`src/design/scpd_pkg.sv`:
```
// Shared types and constants for the serial command pulse driver.
`timescale 1ns / 1ps
package scpd_pkg;

    localparam int TIME_W    = 32;
    localparam int CFG_IDX_W = 8;
    localparam int CFG_DAT_W = 12;
    localparam int IN_DATA_W = 40;
    localparam int OUT_DATA_W = 16;

    // Register indexes on the configuration channel
    localparam logic [CFG_IDX_W-1:0] REG_CLAP_DEFAULT  = 8'd0;
    localparam logic [CFG_IDX_W-1:0] REG_MOUTH_COOL    = 8'd1;
    localparam logic [CFG_IDX_W-1:0] REG_FLUID_PULSE   = 8'd2;
    localparam logic [CFG_IDX_W-1:0] REG_FLUID_COOL    = 8'd3;

    // Characters
    localparam logic [7:0] CH_CR    = 8'h0D;
    localparam logic [7:0] CH_LF    = 8'h0A;
    localparam logic [7:0] CH_SPACE = 8'h20;
    localparam logic [7:0] CH_TAB   = 8'h09;
    localparam logic [7:0] CH_C     = 8'h43;
    localparam logic [7:0] CH_M     = 8'h4D;
    localparam logic [7:0] CH_E     = 8'h45;
    localparam logic [7:0] CH_LOW_A = 8'h61;
    localparam logic [7:0] CH_LOW_Z = 8'h7A;
    localparam logic [7:0] CH_0     = 8'h30;
    localparam logic [7:0] CH_9     = 8'h39;

    localparam logic [9:0] MAX_UNITS = 10'd300;

    typedef enum logic [1:0] {
        CODE_NONE,
        CODE_CLAP,
        CODE_MOUTH,
        CODE_EYE
    } code_t;

    typedef enum logic [3:0] {
        S_IDLE,
        S_LOAD,
        S_DECODE,
        S_CMD,
        S_FLUID,
        S_COOL,
        S_END,
        S_RETRY,
        S_DONE
    } state_t;

    typedef struct packed {
        logic accept;
        logic load;
        logic decode;
        logic run_cmd;
        logic end_pulses;
        logic retry;
        logic fluid;
        logic cool;
        logic emit;
    } cmd_t;

    typedef struct packed {
        logic is_tick;
        logic out_free;
    } status_t;

endpackage

```
`src/design/scpd_ctrl.sv`:
```
// Sequencing state machine for the serial command pulse driver.
`timescale 1ns / 1ps
module scpd_ctrl (
    input  logic             aclk,
    input  logic             aresetn,
    input  logic             s_tvalid,
    output logic             s_tready,
    input  scpd_pkg::status_t status,
    output scpd_pkg::cmd_t    cmd
);
    import scpd_pkg::*;

    state_t state_reg, state_next;
    logic   retry_pass_reg, retry_pass_next;

    always_ff @(posedge aclk) begin
        if (!aresetn) begin
            state_reg      <= S_IDLE;
            retry_pass_reg <= 1'b0;
        end else begin
            state_reg      <= state_next;
            retry_pass_reg <= retry_pass_next;
        end
    end

    always_comb begin
        state_next      = state_reg;
        retry_pass_next = retry_pass_reg;
        unique case (state_reg)
            S_IDLE: begin
                retry_pass_next = 1'b0;
                if (s_tvalid) begin
                    state_next = S_LOAD;
                end
            end
            S_LOAD:   state_next = status.is_tick ? S_END : S_DECODE;
            S_DECODE: state_next = S_CMD;
            S_CMD:    state_next = S_FLUID;
            S_FLUID:  state_next = S_COOL;
            S_COOL:   state_next = retry_pass_reg ? S_DONE : S_END;
            S_END:    state_next = S_RETRY;
            S_RETRY: begin
                retry_pass_next = 1'b1;
                state_next      = S_FLUID;
            end
            S_DONE: begin
                if (status.out_free) begin
                    state_next = S_IDLE;
                end
            end
            default: state_next = S_IDLE;
        endcase
    end

    always_comb begin
        cmd        = '0;
        s_tready   = (state_reg == S_IDLE);
        cmd.accept = (state_reg == S_IDLE) && s_tvalid;
        cmd.load       = (state_reg == S_LOAD);
        cmd.decode     = (state_reg == S_DECODE);
        cmd.run_cmd    = (state_reg == S_CMD);
        cmd.fluid      = (state_reg == S_FLUID);
        cmd.cool       = (state_reg == S_COOL);
        cmd.end_pulses = (state_reg == S_END);
        cmd.retry      = (state_reg == S_RETRY);
        cmd.emit       = (state_reg == S_DONE) && status.out_free;
    end

endmodule

```
`src/design/scpd_datapath.sv`:
```
// Receive store, timers, pulse state, jitter and duty arithmetic.
`timescale 1ns / 1ps
module scpd_datapath #(
    parameter int RX_DEPTH = 16
) (
    input  logic                             aclk,
    input  logic                             aresetn,
    input  scpd_pkg::cmd_t                   cmd,
    output scpd_pkg::status_t                status,
    input  logic                             in_func,
    input  logic [scpd_pkg::IN_DATA_W-1:0]   in_data,
    input  logic                             cfg_we,
    input  logic [scpd_pkg::CFG_IDX_W-1:0]   cfg_index,
    input  logic [scpd_pkg::CFG_DAT_W-1:0]   cfg_data,
    output logic                             out_valid,
    input  logic                             out_ready,
    output logic [scpd_pkg::OUT_DATA_W-1:0]  out_data
);
    import scpd_pkg::*;

    localparam int CW = $clog2(RX_DEPTH + 1);
    localparam int IW = $clog2(RX_DEPTH);
    localparam logic [CW-1:0] FRAME_LEN = CW'(4);
    localparam logic [CW-1:0] DEPTH_C   = CW'(RX_DEPTH);

    // configuration
    logic [11:0] clap_default_reg, mouth_cool_reg;
    logic [9:0]  fluid_pulse_reg, fluid_cool_reg;

    // captured item
    logic        func_reg;
    logic [7:0]  byte_reg;
    logic [15:0] rp_reg, rc_reg;

    // receive store
    logic [7:0]    store_reg [RX_DEPTH];
    logic [CW-1:0] count_reg;

    // decoded command
    code_t       code_reg;
    logic [11:0] value_reg;

    // timing state
    logic [TIME_W-1:0] now_reg;
    logic [TIME_W-1:0] clap_end_reg, mouth_end_reg, fluid_end_reg;
    logic [TIME_W-1:0] clap_ready_reg, mouth_ready_reg, fluid_ready_reg;
    logic              clap_wait_reg, mouth_wait_reg;
    logic [11:0]       clap_len_reg, mouth_len_reg;
    logic [11:0]       eye_level_reg;
    logic              fluid_go_reg, fluid_set_reg, mouth_set_reg;

    // jitter remainders
    logic [30:0] p_prod_reg;
    logic [32:0] c_prod_reg;
    logic [7:0]  r201_reg;
    logic [5:0]  r61_reg;

    // duty pipeline
    logic [17:0] duty_p_reg, duty_p2_reg;
    logic [7:0]  duty_q_reg, duty_reg;

    logic        out_valid_reg;
    logic        out_clap_reg, out_mouth_reg, out_fluid_reg;
    logic [7:0]  out_duty_reg;

    // ---------------- frame decode ----------------
    logic [7:0]  up;
    logic        dig1, dig2, dig3, letter_ok, frame_ok, whitespace;
    logic [9:0]  units;
    logic [11:0] value;
    code_t       code;

    always_comb begin
        up = (store_reg[0] >= CH_LOW_A && store_reg[0] <= CH_LOW_Z) ?
             store_reg[0] - 8'd32 : store_reg[0];
        dig1 = store_reg[1] >= CH_0 && store_reg[1] <= CH_9;
        dig2 = store_reg[2] >= CH_0 && store_reg[2] <= CH_9;
        dig3 = store_reg[3] >= CH_0 && store_reg[3] <= CH_9;
        letter_ok = (up == CH_C) || (up == CH_M) || (up == CH_E);
        frame_ok  = letter_ok && dig1 && dig2 && dig3;
        units = 10'(store_reg[1][3:0]) * 10'd100 + 10'(store_reg[2][3:0]) * 10'd10
              + 10'(store_reg[3][3:0]);
        value = 12'(units) * 12'd10;
        if (up == CH_C) begin
            code = CODE_CLAP;
        end else if (up == CH_M) begin
            code = CODE_MOUTH;
        end else begin
            code = CODE_EYE;
        end
        whitespace = (byte_reg == CH_CR) || (byte_reg == CH_LF) ||
                     (byte_reg == CH_SPACE) || (byte_reg == CH_TAB);
    end

    // ---------------- jitter and pulse lengths ----------------
    logic [8:0]  q201;
    logic [10:0] q61;
    logic [16:0] rem201, rem61;
    logic [9:0]  lo_p, lo_c;
    logic [10:0] fluid_len, fluid_cd;
    logic [11:0] clap_dur;

    always_comb begin
        q201   = p_prod_reg[30:22];
        q61    = c_prod_reg[32:22];
        rem201 = 17'(rp_reg) - 17'(q201) * 17'd201;
        rem61  = 17'(rc_reg) - 17'(q61) * 17'd61;
        lo_p = (fluid_pulse_reg > 10'd101) ? fluid_pulse_reg - 10'd100 : 10'd1;
        lo_c = (fluid_cool_reg > 10'd31) ? fluid_cool_reg - 10'd30 : 10'd1;
        fluid_len = 11'(lo_p) + 11'(r201_reg);
        fluid_cd  = 11'(lo_c) + 11'(r61_reg);
        clap_dur  = (value_reg != 12'd0) ? value_reg : clap_default_reg;
    end

    // ---------------- duty pipeline ----------------
    logic [9:0]  lvl;
    logic [31:0] duty_prod;
    logic [17:0] duty_rem;

    always_comb begin
        lvl       = (eye_level_reg > 12'd1000) ? 10'd1000 : eye_level_reg[9:0];
        duty_prod = 32'(duty_p_reg) * 32'd8388;
        duty_rem  = duty_p2_reg - 18'(duty_q_reg) * 18'd1000;
    end

    always_ff @(posedge aclk) begin
        duty_p_reg  <= 18'(lvl) * 18'd255;
        duty_p2_reg <= duty_p_reg;
        duty_q_reg  <= duty_prod[30:23];
        duty_reg    <= (duty_rem >= 18'd1000) ? duty_q_reg + 8'd1 : duty_q_reg;

        p_prod_reg <= 31'(rp_reg) * 31'd20867;
        c_prod_reg <= 33'(rc_reg) * 33'd68759;
        r201_reg   <= (rem201 >= 17'd201) ? 8'(rem201 - 17'd201) : rem201[7:0];
        r61_reg    <= (rem61 >= 17'd61) ? 6'(rem61 - 17'd61) : rem61[5:0];
    end

    // ---------------- item capture and receive store ----------------
    always_ff @(posedge aclk) begin
        if (cmd.accept) begin
            func_reg <= in_func;
            byte_reg <= in_data[7:0];
            rp_reg   <= in_data[23:8];
            rc_reg   <= in_data[39:24];
        end
        if (cmd.load && !func_reg && !whitespace) begin
            if (count_reg < DEPTH_C) begin
                store_reg[count_reg[IW-1:0]] <= byte_reg;
            end else begin
                for (int i = 0; i < RX_DEPTH - 1; i++) begin
                    store_reg[i] <= store_reg[i+1];
                end
                store_reg[RX_DEPTH-1] <= byte_reg;
            end
        end
        if (cmd.decode && count_reg >= FRAME_LEN) begin
            if (frame_ok) begin
                for (int i = 0; i < RX_DEPTH - 4; i++) begin
                    store_reg[i] <= store_reg[i+4];
                end
            end else begin
                for (int i = 0; i < RX_DEPTH - 1; i++) begin
                    store_reg[i] <= store_reg[i+1];
                end
            end
        end
        if (cmd.decode) begin
            value_reg <= value;
        end
    end

    // ---------------- control state ----------------
    always_ff @(posedge aclk) begin
        if (!aresetn) begin
            clap_default_reg <= 12'd40;
            mouth_cool_reg   <= 12'd50;
            fluid_pulse_reg  <= 10'd250;
            fluid_cool_reg   <= 10'd100;
            count_reg        <= '0;
            code_reg         <= CODE_NONE;
            now_reg          <= '0;
            clap_end_reg     <= '0;
            mouth_end_reg    <= '0;
            fluid_end_reg    <= '0;
            clap_ready_reg   <= '0;
            mouth_ready_reg  <= '0;
            fluid_ready_reg  <= '0;
            clap_wait_reg    <= 1'b0;
            mouth_wait_reg   <= 1'b0;
            clap_len_reg     <= 12'd40;
            mouth_len_reg    <= 12'd100;
            eye_level_reg    <= '0;
            fluid_go_reg     <= 1'b0;
            fluid_set_reg    <= 1'b0;
            mouth_set_reg    <= 1'b0;
            out_valid_reg    <= 1'b0;
        end else begin
            if (cfg_we) begin
                unique case (cfg_index)
                    REG_CLAP_DEFAULT: clap_default_reg <= cfg_data;
                    REG_MOUTH_COOL:   mouth_cool_reg   <= cfg_data;
                    REG_FLUID_PULSE:  fluid_pulse_reg  <= cfg_data[9:0];
                    REG_FLUID_COOL:   fluid_cool_reg   <= cfg_data[9:0];
                    default: ;
                endcase
            end

            if (cmd.load) begin
                if (func_reg) begin
                    now_reg <= now_reg + 32'd1;
                end else if (!whitespace && count_reg < DEPTH_C) begin
                    count_reg <= count_reg + CW'(1);
                end
            end

            if (cmd.decode) begin
                code_reg <= CODE_NONE;
                if (count_reg >= FRAME_LEN) begin
                    if (frame_ok) begin
                        count_reg <= count_reg - FRAME_LEN;
                        if (units <= MAX_UNITS) begin
                            code_reg <= code;
                        end
                    end else begin
                        count_reg <= count_reg - CW'(1);
                    end
                end
            end

            if (cmd.run_cmd) begin
                fluid_go_reg  <= 1'b0;
                mouth_set_reg <= 1'b0;
                unique case (code_reg)
                    CODE_CLAP: begin
                        if (now_reg >= clap_ready_reg) begin
                            clap_end_reg   <= now_reg + 32'(clap_dur);
                            clap_ready_reg <= now_reg + 32'(clap_dur);
                            fluid_go_reg   <= 1'b1;
                            clap_wait_reg  <= 1'b0;
                        end else begin
                            clap_wait_reg <= 1'b1;
                            clap_len_reg  <= clap_dur;
                        end
                    end
                    CODE_MOUTH: begin
                        if (value_reg != 12'd0) begin
                            if (now_reg >= mouth_ready_reg) begin
                                mouth_end_reg  <= now_reg + 32'(value_reg);
                                mouth_set_reg  <= 1'b1;
                                mouth_wait_reg <= 1'b0;
                            end else begin
                                mouth_wait_reg <= 1'b1;
                                mouth_len_reg  <= value_reg;
                            end
                        end
                    end
                    CODE_EYE:  eye_level_reg <= value_reg;
                    CODE_NONE: ;
                    default: ;
                endcase
            end

            if (cmd.retry) begin
                fluid_go_reg  <= 1'b0;
                mouth_set_reg <= 1'b0;
                if (clap_wait_reg && now_reg >= clap_ready_reg) begin
                    clap_end_reg   <= now_reg + 32'(clap_len_reg);
                    clap_ready_reg <= now_reg + 32'(clap_len_reg);
                    fluid_go_reg   <= 1'b1;
                    clap_wait_reg  <= 1'b0;
                end
                if (mouth_wait_reg && now_reg >= mouth_ready_reg) begin
                    mouth_end_reg  <= now_reg + 32'(mouth_len_reg);
                    mouth_set_reg  <= 1'b1;
                    mouth_wait_reg <= 1'b0;
                end
            end

            if (cmd.fluid) begin
                fluid_set_reg <= 1'b0;
                if (fluid_go_reg && now_reg >= fluid_ready_reg) begin
                    fluid_end_reg <= now_reg + 32'(fluid_len);
                    fluid_set_reg <= 1'b1;
                end
            end

            if (cmd.cool) begin
                if (fluid_set_reg) begin
                    fluid_ready_reg <= fluid_end_reg + 32'(fluid_cd);
                end
                if (mouth_set_reg) begin
                    mouth_ready_reg <= mouth_end_reg + 32'(mouth_cool_reg);
                end
            end

            if (cmd.end_pulses) begin
                if (clap_end_reg != '0 && now_reg >= clap_end_reg) begin
                    clap_end_reg <= '0;
                end
                if (mouth_end_reg != '0 && now_reg >= mouth_end_reg) begin
                    mouth_end_reg <= '0;
                end
                if (fluid_end_reg != '0 && now_reg >= fluid_end_reg) begin
                    fluid_end_reg <= '0;
                end
            end

            if (cmd.emit) begin
                out_valid_reg <= 1'b1;
            end else if (out_ready) begin
                out_valid_reg <= 1'b0;
            end
        end
    end

    always_ff @(posedge aclk) begin
        if (cmd.emit) begin
            out_clap_reg  <= (clap_end_reg != '0);
            out_mouth_reg <= (mouth_end_reg != '0);
            out_fluid_reg <= (fluid_end_reg != '0);
            out_duty_reg  <= duty_reg;
        end
    end

    assign status.is_tick  = func_reg;
    assign status.out_free = !out_valid_reg || out_ready;
    assign out_valid = out_valid_reg;
    assign out_data  = {5'b0, out_duty_reg, out_fluid_reg, out_mouth_reg, out_clap_reg};

endmodule

```
`src/design/serial_command_pulse_driver.sv`:
```
// Top level of the serial command pulse driver: controller plus datapath.
`timescale 1ns / 1ps
//
// Channel   Dir  Handshake          Payload
// s_        in   s_tvalid/s_tready  tuser: func; tdata: rx_byte, rand_pulse, rand_cooldown
// m_        out  m_tvalid/m_tready  tdata: clap, mouth, fluid drive, eye_duty
// cfg_      in   cfg_valid/cfg_ready cfg_index, cfg_data (always ready)
//
// From transfer to result the sequencer walks the frame check, command, fluid
// start, cooldown, pulse end and retry steps one per cycle; a tick item skips
// the frame check and command. One item is in flight at a time.
// The result sits in an output register, so the next item is taken while it
// waits; a stalled result holds the sequencer only at its final step.
// aresetn is synchronous and active low; the receive store holds no reset.
module serial_command_pulse_driver #(
    parameter int RX_DEPTH = 16
) (
    input  logic        aclk,
    input  logic        aresetn,
    input  logic        s_tvalid,
    output logic        s_tready,
    input  logic [39:0] s_tdata,   // [7:0] rx_byte, [23:8] rand_pulse, [39:24] rand_cooldown
    input  logic        s_tuser,   // [0] func: 0 byte, 1 millisecond tick
    output logic        m_tvalid,
    input  logic        m_tready,
    output logic [15:0] m_tdata,   // [0] clap, [1] mouth, [2] fluid, [10:3] eye_duty, rest 0
    input  logic        cfg_valid,
    output logic        cfg_ready,
    input  logic [7:0]  cfg_index,
    input  logic [11:0] cfg_data
);
    import scpd_pkg::*;

    cmd_t    cmd;
    status_t status;

    // configuration writes land in the cycle after they are offered
    assign cfg_ready = 1'b1;

    scpd_ctrl u_ctrl (
        .aclk     (aclk),
        .aresetn  (aresetn),
        .s_tvalid (s_tvalid),
        .s_tready (s_tready),
        .status   (status),
        .cmd      (cmd)
    );

    scpd_datapath #(
        .RX_DEPTH (RX_DEPTH)
    ) u_datapath (
        .aclk      (aclk),
        .aresetn   (aresetn),
        .cmd       (cmd),
        .status    (status),
        .in_func   (s_tuser),
        .in_data   (s_tdata),
        .cfg_we    (cfg_valid && cfg_ready),
        .cfg_index (cfg_index),
        .cfg_data  (cfg_data),
        .out_valid (m_tvalid),
        .out_ready (m_tready),
        .out_data  (m_tdata)
    );

endmodule

```
`config.mk`:
```
export PLATFORM = sky130hd
export DESIGN_NAME = serial_command_pulse_driver
export DESIGN_NICKNAME = d
export VERILOG_FILES = /design/src/design/scpd_pkg.sv /design/src/design/scpd_ctrl.sv /design/src/design/scpd_datapath.sv /design/src/design/serial_command_pulse_driver.sv
export SDC_FILE = /design/constraint.sdc
export NUM_CORES = 2
export LEC_CHECK = 0
export BUFFER_PORTS_ARGS = -buffer_cell sky130_fd_sc_hd__buf_2
export CORE_MARGIN = 2
export CORE_UTILIZATION = 60
export DETAILED_ROUTE_END_ITERATION = 10
export PLACE_DENSITY_LB_ADDON = 0.05
export SYNTH_ARGS = -nofsm -noshare
export SYNTH_HDL_FRONTEND = slang
export SYNTH_SLANG_ARGS = --single-unit
```
`constraint.sdc`:
```
create_clock -name aclk -period 8.7 [get_ports aclk]
set_clock_uncertainty 0.15 [all_clocks]
set_input_delay 1.74 -clock aclk [delete_from_list [all_inputs] [get_ports aclk]]
set_output_delay 1.74 -clock aclk [all_outputs]
set_load 0.03 [all_outputs]
```
==> summary.txt <==
Yosys
  – Cells after synthesis: 5,449
  – Top_reg_cell synth: dfxtp_1
  – Synth warn: 0
  – #FFs+latches synth: 593
  – Mapped cell area: 50,800 um2
  – Top post-synthesis cells by area: ha_1 (22%), dfxtp_1 (16%), edfxtp_1 (11%), fa_1 (10%), inv_1 (5.6%)
  – Post-synthesis sequential area ratio: 27.1%
  – Area leader, netlist: ha_1
  – Cell variety after synth: 88
  – Top cells by count, synth: ha_1 (897), inv_1 (761), nor2_1 (426)
  – Top cell type's share of synthesized area: 22.1%
  – Number of synthesized flops with an enable pin: 191
  – Synth async-reset ratio: 0%
  – Most numerous cell in the Yosys netlist: ha_1
  – Syn Area/Cell: 9.33 um2

Worst setup path
  – Worst path max stage delay: 0.53 ns
  – WP data arrival: 7.25 ns
  – Crit Path Max Fanout: 8
  – Worst Setup Start Kind: register
  – Critical path class: register to register
  – Slowest CP cell: dfxtp_1
  – Crit end category: register
  – Required @ worst endpoint: 9.05 ns
  – Most used cell, CP: o21ai_0

Clock tree
  – Clk buf depth: 3
  – Number of clock sinks: 593
  – TritonCTS Buffers: 71
  – H-tree depth: 3
  – Setup Buffers After CTS: 0
  – Clock transition at the registers of the reported paths: 0.06 ns
  – TritonCTS clock tree: yes
  – # hold bufs at CTS: 0
  – Post_cts resized: 0
  – Clk Latency, worst-skew pair: 0.66 ns
  – CTS Root Cell: clkbuf_16

Die
  – Core Footprint: 83,800 um2
  – Die footprint: 87,100 um2
  – Row count: 106
  – Die Height: 295 um
  – IO Pins: 85
  – Die width: 295 um
  – Starting Density: 60.6%

Cells and area
  – Number of flip-flops in the largest register: 128
  – Final nets: 6,714
  – Layout cells sized above 1: 5.34%
  – P&R area growth vs syn: 7.76%
  – Fillers: 7,115
  – Fin cells: 6,676

Power
  – Power Dens Cells: 355 nW/um2
  – Worst vdd ir: 0.745 mV
  – Leak Pwr: 0.0257 uW

STA
  – Final Cycle Share: 79.3%
  – Setup violators final: 0
  – Final Critical Period: 6.90 ns
  – Worst Max-Slew Pin Slew: 1.18 ns
  – Final count of hold timing violations: 0
  – Hold_ws: 0.251 ns
  – RSZ-0062 raised after global routing: no
  – Slew Viols, Final: 0
  – Max Clk Rate: 0.145 GHz
  – Slew headroom: 20.0%
  – Total negative setup slack: 0 ns

Placement
  – Buffers added on ports: 78
  – Hpwl dp: 95.1 mm
  – Routability cong.: 0.916
  – DP Cell Count: 6,547

Global routing
  – Congestion Overflow GR: 0
  – Antenna violations before repair: 7
  – Vias in the first global route: 37.5k
  – GRT Overall Usage: 28.7%
  – First-pass GRT wire length: 199 mm
  – Largest net degree at the start of global routing: 100

Routing
  – Routed WL: 124 mm
  – Iteration-0 DRC Markers: 2,602
  – Drt drc: 0
  – Mean routed wirelength per cell: 18.5 um
  – Via count: 38.6k
  – Routed vias/inst: 5.79
  – Post-route ant nets: 0
  – Pre-antenna DRT Iters: 6

Run
  – Maxcap violations: 0

Outcome
  – Status: completed

Worst hold path
  – Worst min path class: register to register
-- cell type report --
cell class / count / area [um2] / share of cell area (%)
multi-input cells: 3918 / 33500 / 61.2
flip-flops and latches: 593 / 13800 / 25.2
inverters: 761 / 2860 / 5.22
clock buffers: 95 / 1960 / 3.58
well taps: 1134 / 1420 / 2.59
repair buffers: 141 / 863 / 1.58
clock inverters: 33 / 352 / 0.642
diodes: 1 / 2.50 / 0.00457
-- cell usage in the layout (no fill, tap or decap), types with 20 or more instances in the layout --
| master | count |
|---|---|
| inv_1 | 760 |
| a211oi_1 | 110 |
| and2_1 | 20 |
| nor3_1 | 65 |
| a21oi_1 | 277 |
| nand2b_1 | 41 |
| and3_1 | 31 |
| o22a_1 | 20 |
| nand3_1 | 96 |
| a221o_1 | 78 |
| buf_4 | 63 |
| nand4_1 | 53 |
| nor4_1 | 51 |
| a21o_1 | 112 |
| o21ai_0 | 170 |
| dfxtp_1 | 402 |
| fa_1 | 265 |
| xnor2_1 | 201 |
| nor2_1 | 425 |
| nor2b_1 | 42 |
| or3_1 | 36 |
| mux2i_1 | 113 |
| clkbuf_16 | 72 |
| ha_1 | 897 |
| buf_2 | 78 |
| o21a_1 | 29 |
| nand2_1 | 366 |
| edfxtp_1 | 191 |
| xor2_1 | 104 |
-- where the power goes --
group	internal [uW]	switching, uW
Clock	1700	1280
Sequential	3080	192
Combinational	5890	7340
-- logic make-up after synthesis --
group / synth area share (%)
AO/OA/AOI/OAI: 13.8
adder cells (fa/ha/maj): 32.5
flip-flops: 27.1
XOR/XNOR: 5.26
multiplexers: 2.27
buffers and inverters: 7.06
AND/OR/NAND/NOR: 12.0
other: 0.0148
-- through the flow --
stage          total power (uW)  instance area (um2)  setup WS, ns  util [%]
3_5_place_dp              16500                52500          1.83      62.6
4_1_cts                   19600                54800          1.76      65.3
2_1_floorplan             13800                50800          2.54         -
6_report                  19500                54800          1.80      65.4
3_3_place_gp              16200                52500          1.75      62.6
5_1_grt                   21800                54800          1.19      65.3
-- critical path: cells and delay by family (launching register included) --
family / cells / cell delay (ns)
buf+inv: 2 / 0.10
compound gates: 12 / 2.34
fa+ha+maj: 6 / 2.43
flops: 1 / 0.53
simple gates: 4 / 0.62
xor+xnor: 4 / 0.58
-- metal layers --
layer,wire length (um),share of wire (%),global-route usage (%)
met5,82,0.066,0
met3,6220,5.0,4.16
met2,56400,46,46.9
met4,4290,3.5,9.95
met1,56700,46,39.1
-- worst paths after layout --
check	end	slack [ns]	cells after the start	from
worst min register to register	u_datapath.out_duty_reg[6]$_DFFE_PP_	0.25	0	u_datapath.duty_reg[6]$_DFF_P_
worst min-delay path	u_datapath.out_duty_reg[6]$_DFFE_PP_	0.25	0	u_datapath.duty_reg[6]$_DFF_P_
worst max-delay path	u_datapath.duty_reg[7]$_DFF_P_	1.80	28	u_datapath.duty_q_reg[0]$_DFF_P_
worst max register to register	u_datapath.duty_reg[7]$_DFF_P_	1.80	28	u_datapath.duty_q_reg[0]$_DFF_P_
(Power assumes the default switching activity.)
